**src/design/assert_macros.svh**
```systemverilog
// assertion macros used by the scalar reliability smoother design
// no dependencies; clock and reset are taken from the including module
`ifndef ASSERT_MACROS_SVH
`define ASSERT_MACROS_SVH

// property checked on every rising clock edge outside reset
`define SKR_ASSERT(name, prop, msg) \
   name: assert property (@(posedge clock) disable iff (reset) prop) else $error(msg);

// next-cycle implication checked outside reset
`define SKR_ASSERT_NEXT(name, pre, post, msg) \
   name: assert property (@(posedge clock) disable iff (reset) (pre) |=> (post)) \
      else $error(msg);

`endif

```
**src/design/skr_pkg.sv**
```systemverilog
// shared constants and types of the scalar reliability smoother
// no dependencies
package skr_pkg;

   localparam int CFG_W   = 24;
   localparam int CSR_DW  = 32;
   localparam int CSR_AW  = 4;

   typedef enum logic [1:0] {
      REG_FILTER_ENABLE,
      REG_INITIAL_VARIANCE,
      REG_PROCESS_NOISE,
      REG_MEASUREMENT_NOISE
   } reg_index_type;

endpackage

```
**src/design/skr_channels.sv**
```systemverilog
// valid/ready channel interfaces of the scalar reliability smoother
// no dependencies; widths follow the fraction and variance parameters
interface skr_req_if #(
   parameter int FRACTION_BITS = 16
);
   logic                     valid;
   logic                     ready;
   logic [FRACTION_BITS:0]   probability;

   modport source (output valid, output probability, input ready);
   modport sink   (input valid, input probability, output ready);
endinterface

interface skr_rsp_if #(
   parameter int FRACTION_BITS = 16,
   parameter int VARIANCE_BITS = 24
);
   logic                       valid;
   logic                       ready;
   logic [FRACTION_BITS:0]     reliability_out;
   logic [VARIANCE_BITS-1:0]   variance_out;
   logic                       restarted;

   modport source (output valid, output reliability_out, output variance_out,
                   output restarted, input ready);
   modport sink   (input valid, input reliability_out, input variance_out,
                   input restarted, output ready);
endinterface

```
**src/design/scalar_kalman_reliability.sv**
```systemverilog
// scalar kalman reliability smoother, uses skr_pkg, skr_channels, assert_macros.svh
// filtered transaction: idle, noise, gain load, bit-serial restoring divide, shift-add
// multiply, update and finish states in order; finish loads the output register once free
// restart or bypass transaction: idle goes straight to finish, then to the output register
// one transaction in flight; the next is accepted while a result waits in the output register
// synchronous active-high reset; no clearing pass, state, settings and flags load at once
`include "assert_macros.svh"

module scalar_kalman_reliability #(
   parameter int FRACTION_BITS = 16,
   parameter int VARIANCE_BITS = 24
) (
   input  logic                         clock,
   input  logic                         reset,
   skr_req_if.sink                      req_chan,
   skr_rsp_if.source                    rsp_chan,
   input  logic                         csr_psel,
   input  logic                         csr_penable,
   input  logic                         csr_pwrite,
   input  logic [skr_pkg::CSR_AW-1:0]   csr_paddr,
   input  logic [skr_pkg::CSR_DW-1:0]   csr_pwdata,
   output logic [skr_pkg::CSR_DW-1:0]   csr_prdata,
   output logic                         csr_pready
);

   localparam int PW = FRACTION_BITS + 1;
   localparam int VW = VARIANCE_BITS;
   localparam int WW = ((VW > skr_pkg::CFG_W) ? VW : skr_pkg::CFG_W) + 1;
   localparam int CW = $clog2(PW);
   localparam int EW = 2 * PW;
   localparam int AW = VW + PW;

   localparam logic [PW-1:0] ONE = {1'b1, {FRACTION_BITS{1'b0}}};
   localparam logic [63:0] VMAX64 = (64'd1 << VARIANCE_BITS) - 64'd1;
   localparam logic [63:0] VAR4_64 = 64'd4 << FRACTION_BITS;
   localparam logic [WW-1:0] VMAX_W = WW'(VMAX64);
   localparam logic [VW-1:0] VAR_RESET = (VAR4_64 > VMAX64) ? VMAX64[VW-1:0] : VAR4_64[VW-1:0];
   localparam logic [skr_pkg::CFG_W-1:0] INIT_VAR_RESET = skr_pkg::CFG_W'(VAR4_64);
   localparam logic [skr_pkg::CFG_W-1:0] PROC_NOISE_RESET =
      skr_pkg::CFG_W'(((64'd1 << FRACTION_BITS) + 64'd50) / 64'd100);
   localparam logic [skr_pkg::CFG_W-1:0] MEAS_NOISE_RESET =
      skr_pkg::CFG_W'(64'd1 << FRACTION_BITS);
   localparam logic [CW-1:0] LAST_BIT = CW'(FRACTION_BITS);

   typedef enum logic [2:0] {
      ST_IDLE,
      ST_NOISE,
      ST_GAIN_LOAD,
      ST_DIVIDE,
      ST_MULTIPLY,
      ST_UPDATE,
      ST_FINISH
   } state_type;

   state_type                    state_ff, state_in;
   logic                         enable_ff, enable_in;
   logic [skr_pkg::CFG_W-1:0]    init_var_ff, init_var_in;
   logic [skr_pkg::CFG_W-1:0]    proc_noise_ff, proc_noise_in;
   logic [skr_pkg::CFG_W-1:0]    meas_noise_ff, meas_noise_in;
   logic                         valid_ff, valid_in;
   logic [PW-1:0]                est_ff, est_in;
   logic [VW-1:0]                var_ff, var_in;
   logic                         restart_ff, restart_in;
   logic [PW-1:0]                sample_ff, sample_in;
   logic [VW-1:0]                p1_ff, p1_in;
   logic [WW-1:0]                den_ff, den_in;
   logic [WW-1:0]                rem_ff, rem_in;
   logic                         den_zero_ff, den_zero_in;
   logic [PW-1:0]                quot_ff, quot_in;
   logic [CW-1:0]                cnt_ff, cnt_in;
   logic                         neg_ff, neg_in;
   logic [PW-1:0]                ae_ff, ae_in;
   logic [PW-1:0]                mk_ff, mk_in;
   logic [PW-1:0]                mv_ff, mv_in;
   logic [EW-1:0]                acc_e_ff, acc_e_in;
   logic [AW-1:0]                acc_v_ff, acc_v_in;
   logic                         rsp_valid_ff, rsp_valid_in;
   logic [PW-1:0]                rsp_est_ff, rsp_est_in;
   logic [VW-1:0]                rsp_var_ff, rsp_var_in;
   logic                         rsp_rst_ff, rsp_rst_in;

   logic                         cfg_write;
   skr_pkg::reg_index_type       cfg_index;
   logic [WW-1:0]                init_w;
   logic [VW-1:0]                init_sat;
   logic [WW-1:0]                noise_sum;
   logic [WW:0]                  shifted;
   logic                         quot_bit;
   logic [PW-1:0]                gain;
   logic [PW-1:0]                mag;
   logic [PW:0]                  est_up;

   assign cfg_write  = csr_psel && csr_penable && csr_pwrite;
   assign cfg_index  = skr_pkg::reg_index_type'(csr_paddr[3:2]);
   assign csr_pready = 1'b1;

   always_comb begin
      unique case (cfg_index)
         skr_pkg::REG_FILTER_ENABLE:     csr_prdata = skr_pkg::CSR_DW'(enable_ff);
         skr_pkg::REG_INITIAL_VARIANCE:  csr_prdata = skr_pkg::CSR_DW'(init_var_ff);
         skr_pkg::REG_PROCESS_NOISE:     csr_prdata = skr_pkg::CSR_DW'(proc_noise_ff);
         skr_pkg::REG_MEASUREMENT_NOISE: csr_prdata = skr_pkg::CSR_DW'(meas_noise_ff);
         default:                        csr_prdata = '0;
      endcase
   end

   assign req_chan.ready           = (state_ff == ST_IDLE);
   assign rsp_chan.valid           = rsp_valid_ff;
   assign rsp_chan.reliability_out = rsp_est_ff;
   assign rsp_chan.variance_out    = rsp_var_ff;
   assign rsp_chan.restarted       = rsp_rst_ff;

   always_comb begin
      state_in      = state_ff;
      enable_in     = enable_ff;
      init_var_in   = init_var_ff;
      proc_noise_in = proc_noise_ff;
      meas_noise_in = meas_noise_ff;
      valid_in      = valid_ff;
      est_in        = est_ff;
      var_in        = var_ff;
      restart_in    = restart_ff;
      sample_in     = sample_ff;
      p1_in         = p1_ff;
      den_in        = den_ff;
      rem_in        = rem_ff;
      den_zero_in   = den_zero_ff;
      quot_in       = quot_ff;
      cnt_in        = cnt_ff;
      neg_in        = neg_ff;
      ae_in         = ae_ff;
      mk_in         = mk_ff;
      mv_in         = mv_ff;
      acc_e_in      = acc_e_ff;
      acc_v_in      = acc_v_ff;
      rsp_valid_in  = rsp_valid_ff;
      rsp_est_in    = rsp_est_ff;
      rsp_var_in    = rsp_var_ff;
      rsp_rst_in    = rsp_rst_ff;

      init_w    = WW'(init_var_ff);
      init_sat  = (init_w > VMAX_W) ? VMAX_W[VW-1:0] : init_w[VW-1:0];
      noise_sum = WW'(var_ff) + WW'(proc_noise_ff);
      shifted   = (cnt_ff == LAST_BIT) ? {1'b0, rem_ff} : {rem_ff, 1'b0};
      quot_bit  = (shifted >= {1'b0, den_ff});
      gain      = den_zero_ff ? '0 : {quot_ff[PW-2:0], quot_bit};
      mag       = acc_e_ff[FRACTION_BITS +: PW];
      est_up    = {1'b0, est_ff} + {1'b0, mag};

      if (cfg_write) begin
         unique case (cfg_index)
            skr_pkg::REG_FILTER_ENABLE:     enable_in     = csr_pwdata[0];
            skr_pkg::REG_INITIAL_VARIANCE:  init_var_in   = csr_pwdata[skr_pkg::CFG_W-1:0];
            skr_pkg::REG_PROCESS_NOISE:     proc_noise_in = csr_pwdata[skr_pkg::CFG_W-1:0];
            skr_pkg::REG_MEASUREMENT_NOISE: meas_noise_in = csr_pwdata[skr_pkg::CFG_W-1:0];
            default: ;
         endcase
      end

      if (rsp_valid_ff && rsp_chan.ready) begin
         rsp_valid_in = 1'b0;
      end

      unique case (state_ff)
         ST_IDLE: begin
            if (req_chan.valid) begin
               sample_in = (req_chan.probability > ONE) ? ONE : req_chan.probability;
               if (!valid_ff || !enable_ff) begin
                  est_in     = (req_chan.probability > ONE) ? ONE : req_chan.probability;
                  var_in     = init_sat;
                  valid_in   = 1'b1;
                  restart_in = 1'b1;
                  state_in   = ST_FINISH;
               end else begin
                  restart_in = 1'b0;
                  state_in   = ST_NOISE;
               end
            end
         end
         ST_NOISE: begin
            p1_in    = (noise_sum > VMAX_W) ? VMAX_W[VW-1:0] : noise_sum[VW-1:0];
            neg_in   = (sample_ff < est_ff);
            ae_in    = (sample_ff < est_ff) ? (est_ff - sample_ff) : (sample_ff - est_ff);
            state_in = ST_GAIN_LOAD;
         end
         ST_GAIN_LOAD: begin
            den_in      = WW'(p1_ff) + WW'(meas_noise_ff);
            den_zero_in = ((WW'(p1_ff) + WW'(meas_noise_ff)) == '0);
            rem_in      = WW'(p1_ff);
            quot_in     = '0;
            cnt_in      = LAST_BIT;
            state_in    = ST_DIVIDE;
         end
         ST_DIVIDE: begin
            rem_in  = quot_bit ? WW'(shifted - {1'b0, den_ff}) : shifted[WW-1:0];
            quot_in = {quot_ff[PW-2:0], quot_bit};
            if (cnt_ff == '0) begin
               mk_in    = gain;
               mv_in    = ONE - gain;
               acc_e_in = '0;
               acc_v_in = '0;
               cnt_in   = LAST_BIT;
               state_in = ST_MULTIPLY;
            end else begin
               cnt_in = cnt_ff - CW'(1);
            end
         end
         ST_MULTIPLY: begin
            acc_e_in = {acc_e_ff[EW-2:0], 1'b0} + (mk_ff[PW-1] ? EW'(ae_ff) : '0);
            acc_v_in = {acc_v_ff[AW-2:0], 1'b0} + (mv_ff[PW-1] ? AW'(p1_ff) : '0);
            mk_in    = {mk_ff[PW-2:0], 1'b0};
            mv_in    = {mv_ff[PW-2:0], 1'b0};
            if (cnt_ff == '0) begin
               state_in = ST_UPDATE;
            end else begin
               cnt_in = cnt_ff - CW'(1);
            end
         end
         ST_UPDATE: begin
            if (neg_ff) begin
               est_in = est_ff - mag;
            end else begin
               est_in = (est_up > {1'b0, ONE}) ? ONE : est_up[PW-1:0];
            end
            var_in   = acc_v_ff[FRACTION_BITS +: VW];
            state_in = ST_FINISH;
         end
         ST_FINISH: begin
            if (!rsp_valid_ff || rsp_chan.ready) begin
               rsp_valid_in = 1'b1;
               rsp_est_in   = est_ff;
               rsp_var_in   = var_ff;
               rsp_rst_in   = restart_ff;
               state_in     = ST_IDLE;
            end
         end
         default: state_in = ST_IDLE;
      endcase
   end

   always_ff @(posedge clock) begin
      if (reset) begin
         state_ff      <= ST_IDLE;
         enable_ff     <= 1'b1;
         init_var_ff   <= INIT_VAR_RESET;
         proc_noise_ff <= PROC_NOISE_RESET;
         meas_noise_ff <= MEAS_NOISE_RESET;
         valid_ff      <= 1'b0;
         est_ff        <= '0;
         var_ff        <= VAR_RESET;
         restart_ff    <= 1'b0;
         rsp_valid_ff  <= 1'b0;
         cnt_ff        <= '0;
      end else begin
         state_ff      <= state_in;
         enable_ff     <= enable_in;
         init_var_ff   <= init_var_in;
         proc_noise_ff <= proc_noise_in;
         meas_noise_ff <= meas_noise_in;
         valid_ff      <= valid_in;
         est_ff        <= est_in;
         var_ff        <= var_in;
         restart_ff    <= restart_in;
         rsp_valid_ff  <= rsp_valid_in;
         cnt_ff        <= cnt_in;
      end
      sample_ff   <= sample_in;
      p1_ff       <= p1_in;
      den_ff      <= den_in;
      rem_ff      <= rem_in;
      den_zero_ff <= den_zero_in;
      quot_ff     <= quot_in;
      neg_ff      <= neg_in;
      ae_ff       <= ae_in;
      mk_ff       <= mk_in;
      mv_ff       <= mv_in;
      acc_e_ff    <= acc_e_in;
      acc_v_ff    <= acc_v_in;
      rsp_est_ff  <= rsp_est_in;
      rsp_var_ff  <= rsp_var_in;
      rsp_rst_ff  <= rsp_rst_in;
   end

   `SKR_ASSERT_NEXT(a_accept_leaves_idle, req_chan.valid && req_chan.ready, state_ff != ST_IDLE, "accepted transaction did not start")
   `SKR_ASSERT(a_estimate_in_range, est_ff <= ONE, "estimate above one")
   `SKR_ASSERT(a_rsp_from_finish, $rose(rsp_valid_ff) |-> $past(state_ff == ST_FINISH), "result loaded outside finish")
   `SKR_ASSERT_NEXT(a_variance_shrinks, state_ff == ST_UPDATE, var_ff <= $past(p1_ff), "corrected variance above predicted")

endmodule
```
**src/flat_wrapper.sv**
```systemverilog
// flat-port wrapper written by rule: the top's interface ports become plain ports
module scalar_kalman_reliability_flat 
#(
   parameter int FRACTION_BITS = 16,
   parameter int VARIANCE_BITS = 24
)
  (clock, reset, csr_psel, csr_penable, csr_pwrite, csr_paddr, csr_pwdata, csr_prdata, csr_pready, req_chan_valid, req_chan_probability, req_chan_ready, rsp_chan_valid, rsp_chan_reliability_out, rsp_chan_variance_out, rsp_chan_restarted, rsp_chan_ready);
  skr_req_if #(.FRACTION_BITS(FRACTION_BITS)) req_chan_i ();
  skr_rsp_if #(.FRACTION_BITS(FRACTION_BITS), .VARIANCE_BITS(VARIANCE_BITS)) rsp_chan_i ();
  input  logic clock;
  input  logic reset;
  input  logic csr_psel;
  input  logic csr_penable;
  input  logic csr_pwrite;
  input  logic [skr_pkg::CSR_AW-1:0] csr_paddr;
  input  logic [skr_pkg::CSR_DW-1:0] csr_pwdata;
  output logic [skr_pkg::CSR_DW-1:0] csr_prdata;
  output logic csr_pready;
  input wire logic [$bits(req_chan_i.valid)-1:0] req_chan_valid;
  input wire logic [$bits(req_chan_i.probability)-1:0] req_chan_probability;
  output wire logic [$bits(req_chan_i.ready)-1:0] req_chan_ready;
  output wire logic [$bits(rsp_chan_i.valid)-1:0] rsp_chan_valid;
  output wire logic [$bits(rsp_chan_i.reliability_out)-1:0] rsp_chan_reliability_out;
  output wire logic [$bits(rsp_chan_i.variance_out)-1:0] rsp_chan_variance_out;
  output wire logic [$bits(rsp_chan_i.restarted)-1:0] rsp_chan_restarted;
  input wire logic [$bits(rsp_chan_i.ready)-1:0] rsp_chan_ready;
  assign req_chan_i.valid = req_chan_valid;
  assign req_chan_i.probability = req_chan_probability;
  assign req_chan_ready = req_chan_i.ready;
  assign rsp_chan_valid = rsp_chan_i.valid;
  assign rsp_chan_reliability_out = rsp_chan_i.reliability_out;
  assign rsp_chan_variance_out = rsp_chan_i.variance_out;
  assign rsp_chan_restarted = rsp_chan_i.restarted;
  assign rsp_chan_i.ready = rsp_chan_ready;
  scalar_kalman_reliability #(.FRACTION_BITS(FRACTION_BITS), .VARIANCE_BITS(VARIANCE_BITS)) u_core (.clock(clock), .reset(reset), .req_chan(req_chan_i), .rsp_chan(rsp_chan_i), .csr_psel(csr_psel), .csr_penable(csr_penable), .csr_pwrite(csr_pwrite), .csr_paddr(csr_paddr), .csr_pwdata(csr_pwdata), .csr_prdata(csr_prdata), .csr_pready(csr_pready));
endmodule
```
**config.mk**
```make
export PLATFORM = sky130hd
export DESIGN_NAME = scalar_kalman_reliability_flat
export DESIGN_NICKNAME = d
export VERILOG_FILES = /design/src/design/skr_pkg.sv /design/src/design/skr_channels.sv /design/src/design/scalar_kalman_reliability.sv /design/src/flat_wrapper.sv
export VERILOG_INCLUDE_DIRS = /design/src /design/src/design
export SDC_FILE = /design/constraint.sdc
export NUM_CORES = 1
export LEC_CHECK = 0
export ABC_CLOCK_PERIOD_IN_PS = 10200
export BUFFER_PORTS_ARGS = -buffer_cell sky130_fd_sc_hd__buf_2
export CORE_AREA = 2 2 240 242
export CTS_CLUSTER_DIAMETER = 30
export DETAILED_ROUTE_END_ITERATION = 10
export DIE_AREA = 0 0 242 244
export SYNTH_ARGS = -nofsm -noshare
export SYNTH_HDL_FRONTEND = slang
export SYNTH_SLANG_ARGS = --single-unit
```
**constraint.sdc**
```tcl
create_clock -name clock -period 10.2 [get_ports clock]
set_input_delay 3.06 -clock clock [delete_from_list [all_inputs] [get_ports clock]]
set_output_delay 3.06 -clock clock [all_outputs]
set_load 0.01 [all_outputs]
```
==> summary.txt <==
FINISH
------------------------------------------------------------------------------------
Area grow syn2layout                                                          17.38%
Final #Nets                                                                    3,086
Cell area after layout                                                   29,610 um^2
Fraction of final layout cells with drive strength greater than 1             0.1241
Final standard cell utilization of the core                                   0.5272

WORST SETUP PATH
------------------------------------------------------------------------------------
Startpoint Class                                                           input pin
Required time worst endpoint                                                 7.14 ns
Minimum setup slack among reg-to-reg paths                                   4.72 ns
Data arrival time of the critical path                                       5.42 ns
Critical-path maximum fanout                                                      30
Endpoint of the most critical setup path                                csr_prdata[5]
Launch point of the critical path                                       csr_paddr[2]
Critical Path Sink Type                                                  output port
Endpoint of the worst register-to-register path                         u_core.mv_ff[14]
Length in cells of the worst reg-to-reg path                                      25
Type of the setup path with the least slack                             input pin to output port
Start of the worst register-to-register path                            u_core.cnt_ff[0]

CLOCK TREE
------------------------------------------------------------------------------------
Source-to-sink clock delay at the later pin of the worst-skew pair           0.63 ns
Maximum buffer depth of the clock tree                                             3
Clock tree from TritonCTS                                                      built
Number of gates resized after CTS                                                  0
H-Tree Depth                                                                       3
Number of buffers inserted by hold repair at cts                                   0
Cts bufs inserted                                                                 95
Clock-pin slew on the worst setup and hold paths                             0.04 ns
# Post-CTS Setup Buffers                                                           0
Clock tree root buffer cell                                                clkbuf_16
Clk sink count                                                                   399

DETAILED ROUTING
------------------------------------------------------------------------------------
DRC violation total after the first TritonRoute iteration                      1,339
Routed len/inst                                                             19.24 um
Post-DR vias/cell                                                              5.656
Vias                                                                          20,790
Post-detailed-route count of antenna-violating nets                                0
Detailed Route WL                                                          70,710 um
DRC Markers                                                                        0
Number of optimization iterations in the first detailed-route pass                 5

FLOORPLAN
------------------------------------------------------------------------------------
Starting density of the core                                                  0.4492
Full die area                                                            59,050 um^2
Top-Level Pins                                                                   137
Site row count                                                                    87
Core box area                                                            56,170 um^2
Overall die height                                                            244 um
Die width                                                                     242 um

STA
------------------------------------------------------------------------------------
FMAX                                                                      0.1179 GHz
Count of pins over their slew limit                                                0
Final period demand of the worst path                                       8.481 ns
Final total negative setup slack                                                0 ns
Skew final                                                                0.02685 ns
Actual transition at the worst max-transition pin                           1.398 ns
# setup viols final                                                                0
Share of the clock period used by the worst path                              0.8315
RSZ-0062 raised after global routing                                              no
Final hold vios                                                                    0
Remaining max-slew budget at the tightest pin                                0.06376

PWR
------------------------------------------------------------------------------------
Power density over the cells                                            327.0 nW/um^2
Share of total power in combinational logic                                    0.411
Switching share of power                                                      0.3849
Sequential cell fraction of total power                                        0.277
Internal Dissipation                                                      0.005956 W
Worst-case vdd ir drop                                                   0.0001703 V
Proportion of power drawn by the clock network                                 0.311
Sw power                                                                  0.003727 W
Leakage power total                                                         12.29 nW

MIN PATH
------------------------------------------------------------------------------------
Worst min path class                                                    flip-flop to flip-flop

RUN
------------------------------------------------------------------------------------
Number of maximum-capacitance constraint violations                                0

GLOBAL ROUTE
------------------------------------------------------------------------------------
Initial antenna violation count                                                    5
All-layer global routing usage                                                0.2353
Global-route wire length before repair                                    111,100 um
Total gr overflow                                                                  0
Maximum number of pins on one net before global-route repair                      95
Via count of the first global-routing pass                                    20,560

SYNTHESIS
------------------------------------------------------------------------------------
Share of flip-flops with an asynchronous set or reset after synthesis              0
Count of mapped cells out of synthesis                                         2,736
Sequential fraction of the synthesis area                                     0.4253
Per-instance average area after synthesis                                 9.222 um^2
Synth Cell Area                                                          25,230 um^2
Number of register bits inferred by synthesis                                    399
Post-synth EDFFs                                                                 274
Main synth FF type                                                          edfxtp_1
Number of library cell types mapped by synthesis                                  86
Synthesis warning total                                                            0

STATUS
------------------------------------------------------------------------------------
Result of the run                                                       complete, no violations

PLACED DESIGN
------------------------------------------------------------------------------------
Post-DP HPWL                                                               50,310 um
Final RePlAce weighted congestion                                             0.8675
Placed instance area                                                     26,400 um^2
Port-buffer cells                                                                117

## power groups by stage
| stage | logic, W | registers, W | clock network (W) |
|---|---|---|---|
| floorplan | 0.00310 | 0.00260 | 0 |
| global placement | 0.00389 | 0.00270 | 0 |
| detailed placement | 0.00396 | 0.00270 | 0 |
| CTS | 0.00399 | 0.00268 | 0.00305 |
| global route | 0.00447 | 0.00273 | 0.00314 |
| finish | 0.00398 | 0.00268 | 0.00301 |
## layout make-up
class	count	area, um^2
fillers	5177	26550
inverters	130	488.0
flip-flops and latches	399	10730
well taps	756	945.9
repair buffers	135	723.2
clock inverters	62	700.7
clock buffers	116	2506
diodes	2	5.005
multi-input cells	2075	13520
## Yosys cell counts (all sizes together) (9+ instances only)
master	instances	area (um^2)
nand2	430	1614
edfxtp	274	8228
a21oi	230	1159
nor2	184	693.2
ha	181	2265
inv	128	480.5
o21ai	126	630.6
dfxtp	125	2502
clkbuf	110	412.9
xnor2	93	814.5
a21o	78	585.6
xor2	62	543.0
nor2b	52	325.3
nor3	50	260.3
and2	47	294.0
nand3	47	235.2
and3	39	244.0
mux2	35	394.1
mux2i	30	300.3
o21a	30	225.2
buf	29	158.9
a22o	27	236.5
a311oi	27	242.7
a211oi	26	200.2
nand2b	23	143.9
or3	20	125.1
a31oi	19	133.9
nor4	19	118.9
nand4	17	106.4
o21bai	17	127.6
o211ai	13	97.59
o22ai	12	75.07
o31ai	11	82.58
or2	10	62.56
a221oi	9	78.83
fa	9	180.2
## cells by family after synthesis
logic type	Yosys count	share of synthesized area
xor gates and xnor gates	155	0.05381
and+or+nand+nor	961	0.1748
muxes	66	0.02842
AOI/OAI and AO/OA	694	0.1785
DFF	399	0.4253
adders and majority gates	190	0.09690
buffers and inverters	269	0.04200
other	2	0.0002977
## how the worst min path moves through the flow
stage	start	slack [ns]	cells past startpoint	endpoint
global route	u_core.restart_ff	0.45	0	u_core.rsp_chan.restarted
floorplan	u_core.restart_ff	0.41	0	u_core.rsp_chan.restarted
global placement	u_core.restart_ff	0.41	0	u_core.rsp_chan.restarted
CTS	u_core.restart_ff	0.44	0	u_core.rsp_chan.restarted
detailed placement	u_core.restart_ff	0.42	0	u_core.rsp_chan.restarted
finish	u_core.restart_ff	0.44	0	u_core.rsp_chan.restarted
## per-layer routing
metal	global-route usage	wire length, um	vias up	share of wire
li1	-	-	10030	-
met1	0.3241	32980	9987	0.47
met2	0.3676	31190	614	0.44
met3	0.04598	4435	150	0.063
met4	0.08733	2074	4	0.029
met5	0	30	-	0.00042
## flip-flops by register name, indices dropped and copies added, names as in the netlist, 24 cells and up
name / cells
u_core.acc_v_ff: 40
u_core.acc_e_ff: 33
u_core.den_ff: 25
u_core.rem_ff: 25
u_core.init_sat: 24
u_core.meas_noise_ff: 24
u_core.p1_ff: 24
u_core.proc_noise_ff: 24
u_core.rsp_chan.variance_out: 24
u_core.var_ff: 24
## layout by cell type, fill, tap and decap left out, types with 27 or more instances in the layout
master | synthesis | layout
nor3_1 | 48 | 48
mux2i_1 | 30 | 30
nand3_1 | 47 | 47
xor2_1 | 62 | 62
dfxtp_1 | 125 | 125
a22o_1 | 27 | 27
inv_1 | 128 | 127
a21o_1 | 78 | 78
o21ai_0 | 116 | 115
edfxtp_1 | 274 | 274
nor2_1 | 183 | 182
nand2_1 | 430 | 429
xnor2_1 | 93 | 93
a21oi_1 | 228 | 228
nor2b_1 | 52 | 50
mux2_2 | 35 | 35
clkbuf_16 | 0 | 95
buf_2 | 7 | 116
ha_1 | 181 | 181
and3_1 | 39 | 38
and2_1 | 47 | 47
o21a_1 | 30 | 30
## through the flow
| stage | power (W) | instances | hold WS (ns) | setup WS, ns |
|---|---|---|---|---|
| after floorplan | 0.005704 | 2743 | 0.4093 | 0.8782 |
| after global placement | 0.006588 | 3495 | 0.4149 | 1.893 |
| after detailed placement | 0.006661 | 3495 | 0.4194 | 1.805 |
| after CTS | 0.009720 | 3673 | 0.4362 | 1.869 |
| after global routing | 0.01034 | 3674 | 0.4478 | 1.619 |
| final | 0.009684 | 3675 | 0.4368 | 1.719 |
## critical path, stage by stage
cell,delay (ns)
buf_2,0.58
nor2b_2,1.23
a22o_1,0.37
buf_2,0.17
No activity file was read; power rests on OpenSTA's default activity.
